## src/rtl/core/dtcpi_pkg.sv

```systemverilog
package dtcpi_pkg;

  localparam int TableDepth = 16;
  localparam int IdxW = $clog2(TableDepth);
  localparam int CntW = $clog2(TableDepth + 1);
  localparam int EntW = 48;

  typedef logic [IdxW-1:0] idx_t;
  typedef logic [CntW-1:0] cnt_t;

  typedef enum logic [1:0] {
    FUNC_EVAL  = 2'd0,
    FUNC_LOADW = 2'd1,
    FUNC_LOADG = 2'd2,
    FUNC_NONE  = 2'd3
  } func_t;

  typedef enum logic [1:0] {
    CFG_POLICY = 2'd0,
    CFG_WATER  = 2'd1,
    CFG_GAS    = 2'd2,
    CFG_NONE   = 2'd3
  } cfg_idx_t;

  typedef enum logic [1:0] {
    POL_ERROR  = 2'd0,
    POL_CLAMP  = 2'd1,
    POL_LINEAR = 2'd2,
    POL_LIN3   = 2'd3
  } policy_t;

  typedef enum logic [3:0] {
    ST_IDLE,
    ST_SREAD,
    ST_SLAST,
    ST_SCMP,
    ST_RNG,
    ST_RLO,
    ST_RHI,
    ST_CALC,
    ST_MUL,
    ST_DIV,
    ST_SUM,
    ST_RES
  } state_t;

  typedef struct packed {
    logic [1:0]         func;
    logic [3:0]         entry_index;
    logic signed [15:0] entry_point;
    logic signed [31:0] entry_value;
    logic signed [15:0] water_sat;
    logic signed [15:0] gas_sat;
    logic signed [31:0] water_dp_measured;
    logic signed [31:0] gas_dp_measured;
    logic signed [31:0] water_enthalpy_term;
    logic signed [31:0] gas_enthalpy_term;
    logic signed [31:0] water_force_term;
    logic signed [31:0] gas_force_term;
  } in_item_t;

  typedef struct packed {
    logic signed [31:0] water_surface_energy;
    logic signed [31:0] gas_surface_energy;
    logic signed [31:0] water_reconstructed;
    logic signed [31:0] gas_reconstructed;
    logic signed [31:0] water_residual;
    logic signed [31:0] gas_residual;
    logic               water_range_error;
    logic               gas_range_error;
  } out_item_t;

  typedef struct packed {
    logic        start;
    logic [63:0] num;
    logic [31:0] den;
  } div_req_t;

  typedef struct packed {
    logic        busy;
    logic        done;
    logic [63:0] quo;
  } div_stat_t;

  function automatic logic signed [31:0] sat32(input logic signed [65:0] v);
    logic signed [31:0] r;
    if (v > 66'sd2147483647) begin
      r = 32'sh7fffffff;
    end else if (v < -66'sd2147483648) begin
      r = 32'sh80000000;
    end else begin
      r = v[31:0];
    end
    return r;
  endfunction

endpackage

```

## src/rtl/core/dtcpi_div.sv

```systemverilog
module dtcpi_div (
  input  logic                clk,
  input  logic                rst_n,
  input  dtcpi_pkg::div_req_t req,
  output dtcpi_pkg::div_stat_t stat
);

  logic [63:0] quo_r, quo_nxt;
  logic [31:0] den_r, den_nxt;
  logic [32:0] rem_r, rem_nxt;
  logic [6:0]  cnt_r, cnt_nxt;
  logic        busy_r, busy_nxt;
  logic        done_r, done_nxt;
  logic [32:0] trial;

  always_comb begin
    quo_nxt  = quo_r;
    den_nxt  = den_r;
    rem_nxt  = rem_r;
    cnt_nxt  = cnt_r;
    busy_nxt = busy_r;
    done_nxt = 1'b0;
    trial    = {rem_r[31:0], quo_r[63]};
    if (req.start) begin
      quo_nxt  = req.num;
      den_nxt  = req.den;
      rem_nxt  = '0;
      cnt_nxt  = 7'd64;
      busy_nxt = 1'b1;
    end else if (busy_r) begin
      if (trial >= {1'b0, den_r}) begin
        rem_nxt = trial - {1'b0, den_r};
        quo_nxt = {quo_r[62:0], 1'b1};
      end else begin
        rem_nxt = trial;
        quo_nxt = {quo_r[62:0], 1'b0};
      end
      cnt_nxt = cnt_r - 7'd1;
      if (cnt_r == 7'd1) begin
        busy_nxt = 1'b0;
        done_nxt = 1'b1;
      end
    end
  end

  always_ff @(posedge clk) begin
    if (!rst_n) begin
      busy_r <= 1'b0;
      done_r <= 1'b0;
      cnt_r  <= '0;
    end else begin
      busy_r <= busy_nxt;
      done_r <= done_nxt;
      cnt_r  <= cnt_nxt;
    end
    quo_r <= quo_nxt;
    den_r <= den_nxt;
    rem_r <= rem_nxt;
  end

  assign stat.busy = busy_r;
  assign stat.done = done_r;
  assign stat.quo  = quo_r;

`ifndef NO_ASSERTIONS
  a_done_end: assert property (@(posedge clk) disable iff (!rst_n)
    done_r |-> !busy_r) else $error("divider done while busy");
  a_cnt: assert property (@(posedge clk) disable iff (!rst_n)
    (busy_r && !req.start) |=> (cnt_r == $past(cnt_r) - 7'd1))
    else $error("divider count slipped");
  a_start: assert property (@(posedge clk) disable iff (!rst_n)
    req.start |=> busy_r) else $error("divider failed to start");
`endif

endmodule

```

## config.mk

```make
export PLATFORM = sky130hd
export DESIGN_NAME = dtcpi_div
export DESIGN_NICKNAME = d
export VERILOG_FILES = /design/src/rtl/core/dtcpi_pkg.sv /design/src/rtl/core/dtcpi_div.sv
export SDC_FILE = /design/constraint.sdc
export NUM_CORES = 1
export LEC_CHECK = 0
export ABC_AREA = 1
export ABC_CLOCK_PERIOD_IN_PS = 3510
export BUFFER_PORTS_ARGS = -buffer_cell sky130_fd_sc_hd__buf_2
export CORE_MARGIN = 2
export CORE_UTILIZATION = 51
export DETAILED_ROUTE_END_ITERATION = 6
export PLACE_DENSITY_LB_ADDON = 0.05
export SLEW_MARGIN = 20
export SYNTH_ARGS = -nofsm -noshare
export SYNTH_HDL_FRONTEND = slang
export SYNTH_SLANG_ARGS = --single-unit
```

## constraint.sdc

```tcl
create_clock -name clk -period 3.51 [get_ports clk]
set_input_delay 0.702 -clock clk [delete_from_list [all_inputs] [get_ports clk]]
set_output_delay 0.702 -clock clk [all_outputs]
set_load 0.01 [all_outputs]
```

======== Word level (Yosys, flattened, before mapping) ========
Cells that the tools add are included.
cells by class
  reduce and logical (&&, ||, !) cells .... 3
  equality and inequality tests ........... 1
  bitwise operators ....................... 2
  mux-type cells .......................... 10
  order comparisons ....................... 1
  add/subtract/negate cells ............... 2
operators with widths
  operator                                                            count
  64-bit 2-to-1 mux                                                   2
  33-bit by 32-bit >= comparator with 1-bit output                    1
  32-bit 2-to-1 mux                                                   1
  32-bit subtractor                                                   1
  7-bit 2-to-1 mux                                                    2
  7-bit by 1-bit == test with 1-bit output, second input constant     1
  7-bit by 1-bit subtractor with 7-bit output, second input constant  1
  1-bit 2-to-1 mux                                                    5
  3-bit OR reduction                                                  1
  1-bit inverter                                                      2
  2-bit nonzero test                                                  1
  2-bit OR reduction                                                  1
storage, ports and cells
  output and inout bits ................... 66
  flip-flop bits (word level) ............. 137
  word-level logic and storage cells ...... 26
  input bits .............................. 99

======== Logic depth before layout (Yosys ltp) ========
  depth after elaboration ................. 4
  depth in mapped cells ................... 17

======== Worst setup path before layout ========
OpenSTA, ideal clock, no wires.
  path kind ............................... input to register
  start ................................... in req[96] (netlist bit)
  end ..................................... reg quo_r[0], enable pin
  arrival time ............................ 3097 ps
  library setup time ...................... 454 ps
  setup slack ............................. -41 ps
  data required time ...................... 3056 ps
  stages .................................. 4
  path buffers ............................ 2
  cells stage by stage .................... clkbuf_1 > nor2_1 > inv_1 > clkbuf_1
between the ends
  longest elaborated chain between the ends .. 1
ends and longest elaborated chain
  item                          line             text
  from (decl)                   dtcpi_div.sv:4   input dtcpi_pkg::div_req_t req,
  2-bit nonzero test (no line)  n/a
  to (signal assigned)          dtcpi_div.sv:56  quo_r <= quo_nxt;
  to (decl)                     dtcpi_div.sv:8   logic [63:0] quo_r, quo_nxt;
No other way between the ends.
A chain may end at the register's enable or synchronous reset.

======== Worst setup path in the final report ========
  start ................................... reg den_r[19]
  end ..................................... reg rem_r[5]
between the ends
  longest elaborated chain between the ends .. 2
ends and longest elaborated chain
  item                                              line             text
  from (decl)                                       dtcpi_div.sv:9   logic [31:0] den_r, den_nxt;
  from (signal assigned)                            dtcpi_div.sv:57  den_r <= den_nxt;
  33-bit by 32-bit >= comparator with 1-bit output  dtcpi_div.sv:31  if (trial >= {1'b0, den_r}) begin
  32-bit 2-to-1 mux                                 dtcpi_div.sv:31
  to (signal assigned)                              dtcpi_div.sv:58  rem_r <= rem_nxt;
  to (decl)                                         dtcpi_div.sv:10  logic [32:0] rem_r, rem_nxt;
No other way between the ends.

==> run summary <==
Cts bufs inserted: 17
Antenna cells: 0
Final Hold Vio Count: 0
DP Area: 0.009323 mm2
Hold path depth: 1
Initial Util: 0.5240
Post-DP HPWL: 15310 um
Final period utilization: 0.7245
Vias per cell: 4.835
Flops & latches, synth: 137
Reg clk slew, reported paths: 60 ps
Tot GR Track Use: 0.2481
Yosys warnings: 0
Die Wd: 132.0 um
Register area: 0.003704 mm2
Part of the Yosys area used for sequential elements: 0.4433
Ys async rst share: 0
CP Capture Type: flop
Reg-to-reg slack, setup: 970 ps
WS Path Type: flop to flop
Fin cells: 1529
Layout area overhead: 18.42%
Syn Inst Count: 1145
Reg-to-reg startpoint: den_r[19]
Fin nets: 1436
Max Slew Vio Count: 0
Post-CTS Hold Fix Bufs: 0
Placer Congestion: 0.9786
CTS Buffer Depth: 2
Worst path required time: 3860 ps
Commonest non-fill, non-tap cell in the layout: nand2_1
Leading register cell type out of synthesis: edfxtp_1
Root Driver: clkbuf_16
Status: finished, final reports clean
Final Cell Area: 0.009893 mm2
Die Y-Extent: 132.0 um
Final ANT Viol Nets: 0
Core box area: 0.01594 mm2
Detailed-route via count: 7392
WL final: 20870 um
Vias in the first global route: 7221
Multi-input gate area: 0.003766 mm2
MaxCap Viol Count: 0
Worst ir drop on vdd: 0.0003306 V
WL/cell: 13.65 um
Clock latency at the later pin of the worst-skew pair: 420 ps
LEAKAGE: 0.005304 uW
Row count: 46
Cell Area, Synth: 0.008354 mm2
Fmax: 0.3933 GHz
Crit start category: flop
CTS tree: yes
Worst hold path type: input port to flop
Syn nets: 1279
Layout cell share with drive strength beyond 1: 0.1790
DR iter-0 viols: 350
Final setup viols: 0
Largest net degree at the start of global routing: 80
First-pass iteration count of the detailed router: 5
H-tree Lvls: 4
Gr ovfl total: 0
Setup_tns: 0 ps
Hold Slack: 451.8 ps
R2R Path End: rem_r[5]
Rel. slew slack: 0.4249
Global-route wire length before repair: 34690 um
FF-to-FF path depth: 15
Power per Cell Area: 426.5 mW/mm2
RSZ-0062 raised after global routing: no
Critical path arrival: 2890 ps
Post-route DRC: 0
Least-Margin Pin Slew: 862.6 ps
# IOs: 165
Post-synth EDFFs: 96
Initial antenna violation count: 0
Setup crit start: den_r[19]
Post CTS Setup Buffer Count: 0
Power Total: 4219 uW
Placed Cells: 1499
Syn avg cell area: 7.296 um2
Die Area: 0.01742 mm2
Port bufs: 164
Post_cts resized: 0
CTS Sinks: 137
Number of fill cells: 1525
Distinct cell type count after synthesis: 40
Worst Path Max Fanout: 34
Minimum clock period: 2543 ps
Most frequent cells in the layout: 501 x nand2_1, 181 x inv_1, 163 x buf_2
Critical Path End: rem_r[5]
Layout Skew: 11.94 ps
[logic make-up (layout without fill, tap and decap cells)]
logic type               Yosys count  count (layout)  share of synthesized area
AND/OR/NAND/NOR                  691             691                     0.3512
XOR/XNOR                          14              14                    0.01468
AO/OA/AOI/OAI                     48              48                    0.03130
buffers and inverters            220             388                     0.1062
flip-flops                       137             137                     0.4433
adder cells (fa/ha/maj)           35              35                    0.05332
[cell type report]
| cell class | count | area share |
|---|---|---|
| Tap cell | 216 | 0.02732 |
| Clock buffer | 17 | 0.04300 |
| Clock inverter | 13 | 0.01467 |
| Timing Repair Buffer | 169 | 0.08828 |
| Sequential cell | 137 | 0.3744 |
| Multi-Input combinational cell | 788 | 0.3807 |
| Inverter | 189 | 0.07171 |
[state kept, by name, summed over array words and instances, names as in the netlist]
signal / cells
done_r: 1
den_r: 32
busy_r: 1
quo_r: 64
cnt_r: 7
rem_r: 32
[power breakdown]
group,switching [uW],internal [uW]
registers,56.0,1870
clock network,716,1040
logic,334,199
total,1110,3110
[per-layer routing]
| metal | global-route usage | vias up | routed length (um) |
|---|---|---|---|
| li1 | - | 3865 | - |
| met1 | 0.3052 | 3280 | 9306 |
| met2 | 0.4115 | 207 | 9669 |
| met3 | 0.06959 | 40 | 1271 |
| met4 | 0.1014 | 0 | 625 |
| met5 | 0 | - | 0 |
[worst max-delay path, cell delays in order, from the launching register on]
cell and delay [ps]:
edfxtp_1 330, inv_1 40, ha_1 350, nand2_1 180, inv_1 70, nand2_2 80
nand2_2 60, nand2_1 70, nand2_1 80, nand2_1 80, nand2_2 90, nor2_8 490
nand2_8 250, nand2_1 130, nand3_1 60, o21ai_1 100
[synth_stat cells, types with 7 or more instances]
cell / n / area share
nand2_1: 501 / 0.23
inv_1: 183 / 0.082
edfxtp_1: 96 / 0.35
nand3_1: 78 / 0.047
nor2_1: 47 / 0.021
dfxtp_1: 41 / 0.098
ha_1: 34 / 0.051
a21oi_1: 23 / 0.014
nand3b_1: 14 / 0.013
clkbuf_1: 13 / 0.0058
xnor2_1: 13 / 0.014
nand2_2: 11 / 0.0082
o21ai_1: 10 / 0.0060
nand4_1: 9 / 0.0067
nor2_2: 7 / 0.0052
nor3_1: 7 / 0.0042
[stage by stage]
stage,worst slack [ps],utilization
2_1_floorplan,1018,-
3_3_place_gp,1040,0.5848
3_5_place_dp,998.1,0.5848
4_1_cts,983.7,0.6205
5_1_grt,738.7,0.6205
6_report,967.2,0.6205
[worst min-delay path by stage]
stage | start | slack, ps | endpoint
floorplan | rem_r[13] | 440 | rem_r[13]
global placement | rem_r[14] | 460 | rem_r[14]
detailed placement | rem_r[14] | 460 | rem_r[14]
CTS | req[1] | 430 | den_r[1]
global route | req[1] | 420 | den_r[1]
finish | req[26] | 450 | den_r[26]
No activity file was read; power rests on OpenSTA's default activity.
