$ cat config.mk
export PLATFORM = sky130hd
export DESIGN_NAME = dtcpi_ram
export DESIGN_NICKNAME = d
export VERILOG_FILES = /design/src/rtl/core/dtcpi_ram.sv
export SDC_FILE = /design/constraint.sdc
export NUM_CORES = 1
export LEC_CHECK = 0
export ABC_AREA = 1
export BUFFER_PORTS_ARGS = -buffer_cell sky130_fd_sc_hd__buf_2
export CORE_MARGIN = 5
export CORE_UTILIZATION = 55
export DETAILED_ROUTE_END_ITERATION = 8
export PLACE_DENSITY = 0.83
export SKIP_LAST_GASP = 1
export SYNTH_ARGS = -nofsm -noshare
export SYNTH_HDL_FRONTEND = slang
export SYNTH_SLANG_ARGS = --single-unit
$ cat constraint.sdc
create_clock -name clk -period 1.5 [get_ports clk]
set_input_delay 0.15 -clock clk [delete_from_list [all_inputs] [get_ports clk]]
set_output_delay 0.15 -clock clk [all_outputs]
set_load 0.01 [all_outputs]
$ cat src/rtl/core/dtcpi_ram.sv
module dtcpi_ram #(
  parameter int Width = 8,
  parameter int Depth = 16
) (
  input  logic                     clk,
  input  logic                     we,
  input  logic [$clog2(Depth)-1:0] waddr,
  input  logic [Width-1:0]         wdata,
  input  logic [$clog2(Depth)-1:0] raddr,
  output logic [Width-1:0]         rdata
);

  logic [Width-1:0] mem [Depth];

  always_ff @(posedge clk) begin
    if (we) begin
      mem[waddr] <= wdata;
    end
    rdata <= mem[raddr];
  end

endmodule

# Yosys cells after proc, flatten, opt, wreduce, memory -nomap -nowiden
# Memories as Yosys holds them, arrays and structs flattened. A register that Yosys moved wholly into a read port is not among the register bits.
# Cells that the tools add are included.
[op_classes]
mux = 2
[ops]
columns = ["cell", "n"]
rows = [
  ["1-bit 2-to-1 mux", 2],
]
[word_totals]
mem_bits_rw = 128
word_cells = 3
n_memories = 1
output_inout_bits = 8
inputBits = 18
regBits = 0
[mem_list]
columns = ["memory", "depth", "word_bits", "rd", "rd_clocked_by_memory_dff", "write_ports", "line_no", "rtl"]
rows = [
  ["mem", 16, 8, 1, 1, 1, "13", "logic [Width-1:0] mem [Depth];"],
]

# Logic depth before layout (Yosys ltp)
# Gate-level depths: netlist (run 1).
[logic_depth]
word_depth = 2
depth_mapped = 8

# Worst setup path before layout (run 1)
# Ideal clock, no wire load.
[synth_timing]
kind = "in2reg"
start = "input waddr[2]"
end = "memory mem[10][0], enable pin"
path_slack_ns = 0.399
setup_ns = 0.370
arrival_time_ns = 0.731
stages = 2
required_ns = 1.130
path_cell_list = "nand3b_1 nor2_1"
[synth_rtl]
columns = ["item", "line_no", "rtl"]
rows = [
  ["from (decl)", "7", "input logic [$clog2(Depth)-1:0] waddr,"],
  ["to (decl)", "13", ""],
]
# Straight into the memory's write port.

# Worst setup path after layout (run 1)
[layout_timing]
start = "register rdata[2], read port of mem"
end = "output rdata[2]"
[layout_rtl]
columns = ["item", "line_no", "rtl"]
rows = [
  ["from (decl)", "10", "output logic [Width-1:0] rdata"],
]
# No word-level cell between the ends.

==> out/qor.csv, run 1 <==
metric,value,unit
cts_buffer_depth,2,
cp_slowest_cell,dfxtp_1,
critPathArrivalTime,1.01,ns
outcome,"finished, final reports clean",
io-pin-count,26,
cts_tree,built,
clock_latency,0.52,ns
hold_ws,0.02822,ns
cp_num_buf_inv,1,
regToRegStartpoint,mem[2][2],
vias,3966,
diodes,0,
dp.cells,713,
fmax,0.8622,GHz
slew_headroom,74.51,%
syn_area,5767,sq um
grtUsageTotal,20.96,%
synth.distinct_cells,12,
wl_met3,1.029,mm
cp_slowest_stage_delay,0.35,ns
synth_ff_type,edfxtp_1,
dieHeight,112.4,um
ant_nets,0,
fin_crit_sh,77.32,%
postRouteWirelength,12.56,mm
syn_avg_cell_area,10.47,sq um
wl_per_cell,16.84,um
yosysMostFrequentCell,nand2_1,
regToRegSetupSlack,0.48,ns
area_growth,15.93,%
r2r_end,rdata[2],
final-setup-viol-count,0,
utilization,65.05,%
drv_cap,0,
fin_nets,615,
grt_max_degree,65,
syn_inst,551,
hold_start,wdata[3],
rr_worst_depth,6,
drcViolationCount,0,
cp_max_fo,1,
synth.largest_area_cell,edfxtp_1,
synthArstFlopShare,0,%
synth_seq_area_share,69.43,%
finalHoldViolCount,0,
grt_overflow,0,
fin_tns_setup,0,ns
top_layer,met4,
root_buffer,clkbuf_8,
crit_end,rdata[2],
htree_num_levels,4,
required,1.35,ns
cp-end-kind,output pin,
cp_top_family,flip-flops,
p_leak,0.002929,uW
numClockSinks,136,
dpl_cell_area,6121,sq um
die-width,112.4,um
die-area,12630,sq um
fin_crit,1.160,ns
synth.top_cell.area_share,66.65,%
initial_core_util,56.11,%
path_clk_slew,0.06,ns
antenna_found_initial,0,
synth-edff-count,128,
dr.pass1.iters,8,
hp-class,in -> reg,
rows,37,
vias_per_cell,5.316,
skew,0.007963,ns
grt_pass1_wl,20.10,mm
vdd_drop_max,1.197,mV
cp_cell_sequence,buf_2,
met2WireLength,6.321,mm
crit_type,reg -> out,
gp_congestion,0.8767,
yosys_warnings,0,
startpoint_type,flip-flop,
finalInstanceArea,6685,sq um
ys_top_cells_by_area,"edfxtp_1 (67%), nand2_1 (11%), nand3_1 (8.4%)",
met1_length,4.786,mm
hpwlAfterDp,7.481,mm
synthesis.nets,569,
grt_pass1_vias,3947,
stdcell_count,746,
initialDrtViolationCount,333,
tightestPinTransition,0.3824,ns
critical_path.startpoint,rdata[2],
grt_setup_unrepaired,no,
power_density,1295,nW/um^2
io_buffers,25,
slew_violations,0,
cts_made_buffers,17,
cp.depth,1,
synth_common_cells,"nand2_1 (173), edfxtp_1 (128), inv_1 (100)",
coreArea,10280,sq um
postCtsSetupBuffers,0,
ys_ff_latch,136,
drive_gt1_share,13.28,%
==> metal layers <==
metal,global-route usage (%),vias up
li1,-,1866
met1,25.65,1846
met2,34.01,217
met3,6.038,37
met4,10.74,0
met5,0,-
==> per-stage QoR <==
stage	setup WS (ns)	total power (uW)
6_report	0.3402	8655
5_1_grt	0.2881	8973
4_1_cts	0.3168	8701
3_5_place_dp	0.2713	4865
3_3_place_gp	0.2864	4846
2_1_floorplan	0.3992	4660
==> power by group <==
group | leakage [uW] | switching [uW] | internal [uW] | total (uW)
logic | 0.00144 | 360 | 163 | 524
clock network | 0.000265 | 1500 | 2350 | 3860
registers | 0.00122 | 25.5 | 4250 | 4270
==> cell families (layout without fill, tap and decap cells) <==
| family | count (synthesis) | count (layout) | share of synthesized area [%] |
|---|---|---|---|
| AND/OR/NAND/NOR | 289 | 289 | 21.05 |
| flip-flops | 136 | 136 | 69.43 |
| buffers and inverters | 126 | 185 | 9.525 |
==> worst min-delay path by stage <==
stage	endpoint	slack, ns	cells past startpoint
floorplan	mem[0][0]	0.25	0
global placement	rdata[4]	0.54	3
detailed placement	rdata[0]	0.54	3
CTS	mem[7][5]	0.01	1
global route	mem[3][5]	0.02	1
finish	mem[7][3]	0.03	1
==> flip-flops by register name, indices dropped and copies added (netlist names) <==
signal	count
mem	128
rdata	8
==> cell type report <==
cell class              instances  area, sq um
flip-flops and latches        136         4004
fillers                       729         3592
multi-input cells             289         1214
clock buffers                  20        425.4
inverters                     102        382.9
repair buffers                 51        360.3
well taps                     136        170.2
clock inverters                12        128.9
==> cells in the final DEF (no fill, tap or decap), drive strengths merged <==
| cell type | n |
|---|---|
| nand2 | 173 |
| dfxtp | 8 |
| clkbuf | 20 |
| inv | 102 |
| dlygate4sd3 | 1 |
| nand3b | 2 |
| bufinv | 2 |
| clkinv | 7 |
| nor2 | 17 |
| buf | 50 |
| nand3 | 97 |
| clkinvlp | 3 |
| edfxtp | 128 |
==> timing repair <==
item,4_1_cts,5_1_grt
hold buffers,1,0
resized for setup,0,0
endpoints found under the hold margin,5,0
Power figures use the tool's default switching activity.
==> run 2: changes to the inputs <==
- ABC_AREA: 1 -> 0
- PLACE_DENSITY: 0.83 -> 0.84
- clock period: 1.5 -> 1.1 ns (I/O delays scaled with it)
==> out/qor.csv, run 2 <==
metric,value,unit,change
outcome,"complete, but fails checks",,
violations,setup timing,,
drive_gt1_share,45.11,%,+32 points
ys_ff_latch,136,,unchanged
grt_overflow,0,,unchanged
fin_tns_setup,-1.484,ns,-1.484 ns
syn_area,5147,sq um,-11%
critPathArrivalTime,1.74,ns,+0.73 ns
gp_congestion,0.7665,,-13%
cp_slowest_cell,mux4_2,,
required,1.48,ns,+0.13 ns
dieHeight,106.7,um,-5.0%
cp-end-kind,flip-flop,,
p_leak,0.002220,uW,-24%
syn_inst,229,,-58%
wl_per_cell,25.40,um,+51%
power_density,1963,nW/um^2,+52%
initial_core_util,55.97,%,-0.14 points
synth.top_cell.area_share,74.67,%,+8.0 points
mostFrequentLayoutCells,"edfxtp_1 (128), mux4_2 (32), buf_4 (21), buf_2 (20), clkbuf_16 (16)",,
dr.pass1.iters,4,,-4
totalPowerFinal,12860,uW,+49%
hp-class,in -> reg,,
cts_buffer_depth,2,,unchanged
fin_crit_sh,123.7,%,
layout_commonest_cell,edfxtp_1,,
fin_crit,1.361,ns,
grt_setup_unrepaired,yes,,
vias_per_cell,6.014,,+13%
startpoint_type,flip-flop,,
root_buffer,clkbuf_8,,
ys_top_cells_by_area,"edfxtp_1 (75%), mux4_2 (7.9%), mux4_1 (7.1%)",,
antenna_found_initial,0,,unchanged
largest_reg_flops,128,,unchanged
hpwlAfterDp,6.450,mm,-14%
grtUsageTotal,21.52,%,+0.56 points
numClockSinks,136,,unchanged
synth.distinct_cells,19,,+7
io_buffers,25,,unchanged
regToRegSetupSlack,-0.26,ns,-0.74 ns
path_clk_slew,0.06,ns,about the same
synthArstFlopShare,0,%,unchanged
syn_avg_cell_area,22.48,sq um,+110%
io-pin-count,26,,unchanged
vias,2574,,-35%
die-area,11390,sq um,-9.8%
synth-edff-count,128,,unchanged
pre_cts_ws,-0.4184,ns,-0.6897 ns
initialDrtViolationCount,226,,-32%
area_growth,27.25,%,
fin_nets,322,,-48%
fill_cells,508,,-30%
skew,0.007420,ns,-0.0005440 ns
vdd_drop_max,1.066,mV,-11%
grt_pass1_vias,2785,,-29%
synth_common_cells,"edfxtp_1 (128), mux4_2 (18), a22oi_1 (16)",,
slew_headroom,33.93,%,-41 points
drv_cap,0,,unchanged
reg.largest.list,"mem (128), rdata (8)",,
htree_num_levels,4,,unchanged
cp_slowest_stage_delay,0.51,ns,+0.16 ns
cp_cell_sequence,mux4_2 -> a22oi_2 -> nand2_1,,
rows,35,,-5.4%
clock_latency,0.52,ns,about the same
synth_ff_type,edfxtp_1,,
grt_pass1_wl,17.11,mm,-15%
postRouteWirelength,10.87,mm,-13%
cp_max_fo,1,,unchanged
grt_max_degree,17,,-74%
yosysMostFrequentCell,edfxtp_1,,
crit_type,reg -> reg,,
synth_seq_area_share,77.78,%,+8.4 points
synth.largest_area_cell,edfxtp_1,,
synthesis.nets,247,,-57%
diodes,0,,unchanged
coreArea,9196,sq um,-11%
final-setup-viol-count,8,,+8
fmax,0.7349,GHz,
setup_ws,-0.2608,ns,-0.6010 ns
ant_nets,0,,unchanged
hold_ws,0.1836,ns,+0.1554 ns
top_register,mem,,
slew_violations,0,,unchanged
cts_tree,built,,
drcViolationCount,0,,unchanged
finalHoldViolCount,0,,unchanged
tightestPinTransition,0.9890,ns,+0.6066 ns
cts_made_buffers,17,,unchanged
die-width,106.7,um,-5.0%
yosys_warnings,0,,unchanged
-- run 2: cell types whose count changed after synthesis, sizes merged, moves of 16 or more --
| cell | before | now |
|---|---|---|
| nand3 | 97 | 1 |
| nand2 | 173 | 9 |
| buf | 24 | 7 |
| mux4 | 0 | 32 |
| inv | 102 | 0 |
| a22oi | 0 | 16 |
-- run 2: cell families (layout without fill, tap and decap cells) --
family	count (synthesis)	after routing	synth area share (%)
flip-flops	136	136	77.78
AND/OR/NAND/NOR	35	35	3.184
multiplexers	32	32	15.02
AO/OA/AOI/OAI	16	16	2.334
buffers and inverters	10	98	1.677
-- run 2: what timing repair did --
action	in CTS	in global routing
setup endpoints to repair	11	13
setup buffers	0	0
resized for setup	12	9
hold buffers	8	0
hold endpoints to repair	128	0
pin swaps	3	1
-- run 2: path summary, 6_finish.rpt --
check,start,to,depth (start not counted)
worst max register to register,mem[3][7],rdata[7],3
worst min-delay path,waddr[3],mem[0][6],4
worst max-delay path,mem[3][7],rdata[7],3
worst min register to register,mem[7][5],rdata[5],3
-- run 2: metrics by stage --
stage | area (sq um) | utilization, % | instances
3_3_place_gp | 5722 | 62.22 | 388
2_1_floorplan | 5180 | - | 229
5_1_grt | 6550 | 71.22 | 428
6_report | 6550 | 71.22 | 428
4_1_cts | 6514 | 70.83 | 428
3_5_place_dp | 5722 | 62.22 | 388
-- run 2: cell type report --
cell class	instances	area, sq um	area share [%]
clock buffer	20	435.4	6.648
timing repair buffer	66	634.4	9.685
sequential	136	4010	61.22
multi-input combinational	83	1106	16.89
tap	111	138.9	2.120
clock inverter	12	225.2	3.438
-- run 2: worst max-delay path: cells and delay by family (launching register included) --
| family | cells | cell delay (ns) |
|---|---|---|
| simple gates | 1 | 0.12 |
| flops | 1 | 0.38 |
| mux | 1 | 0.51 |
| compound gates | 1 | 0.22 |
-- run 2: where the power goes --
group / leakage (uW) / internal [uW] / switching [uW]
clock network: 0.000311 / 4200 / 2090
logic: 0.000685 / 361 / 359
registers: 0.00122 / 5800 / 48.1
-- run 2: per-layer routing --
layer / up-vias / GRT usage, % / wire length, um
met2: 125 / 35.43 / 5697
met4: 0 / 8.493 / 230
li1: 1110 / - / -
met1: 1319 / 28.07 / 4096
met5: - / 0 / 0
met3: 20 / 4.997 / 849
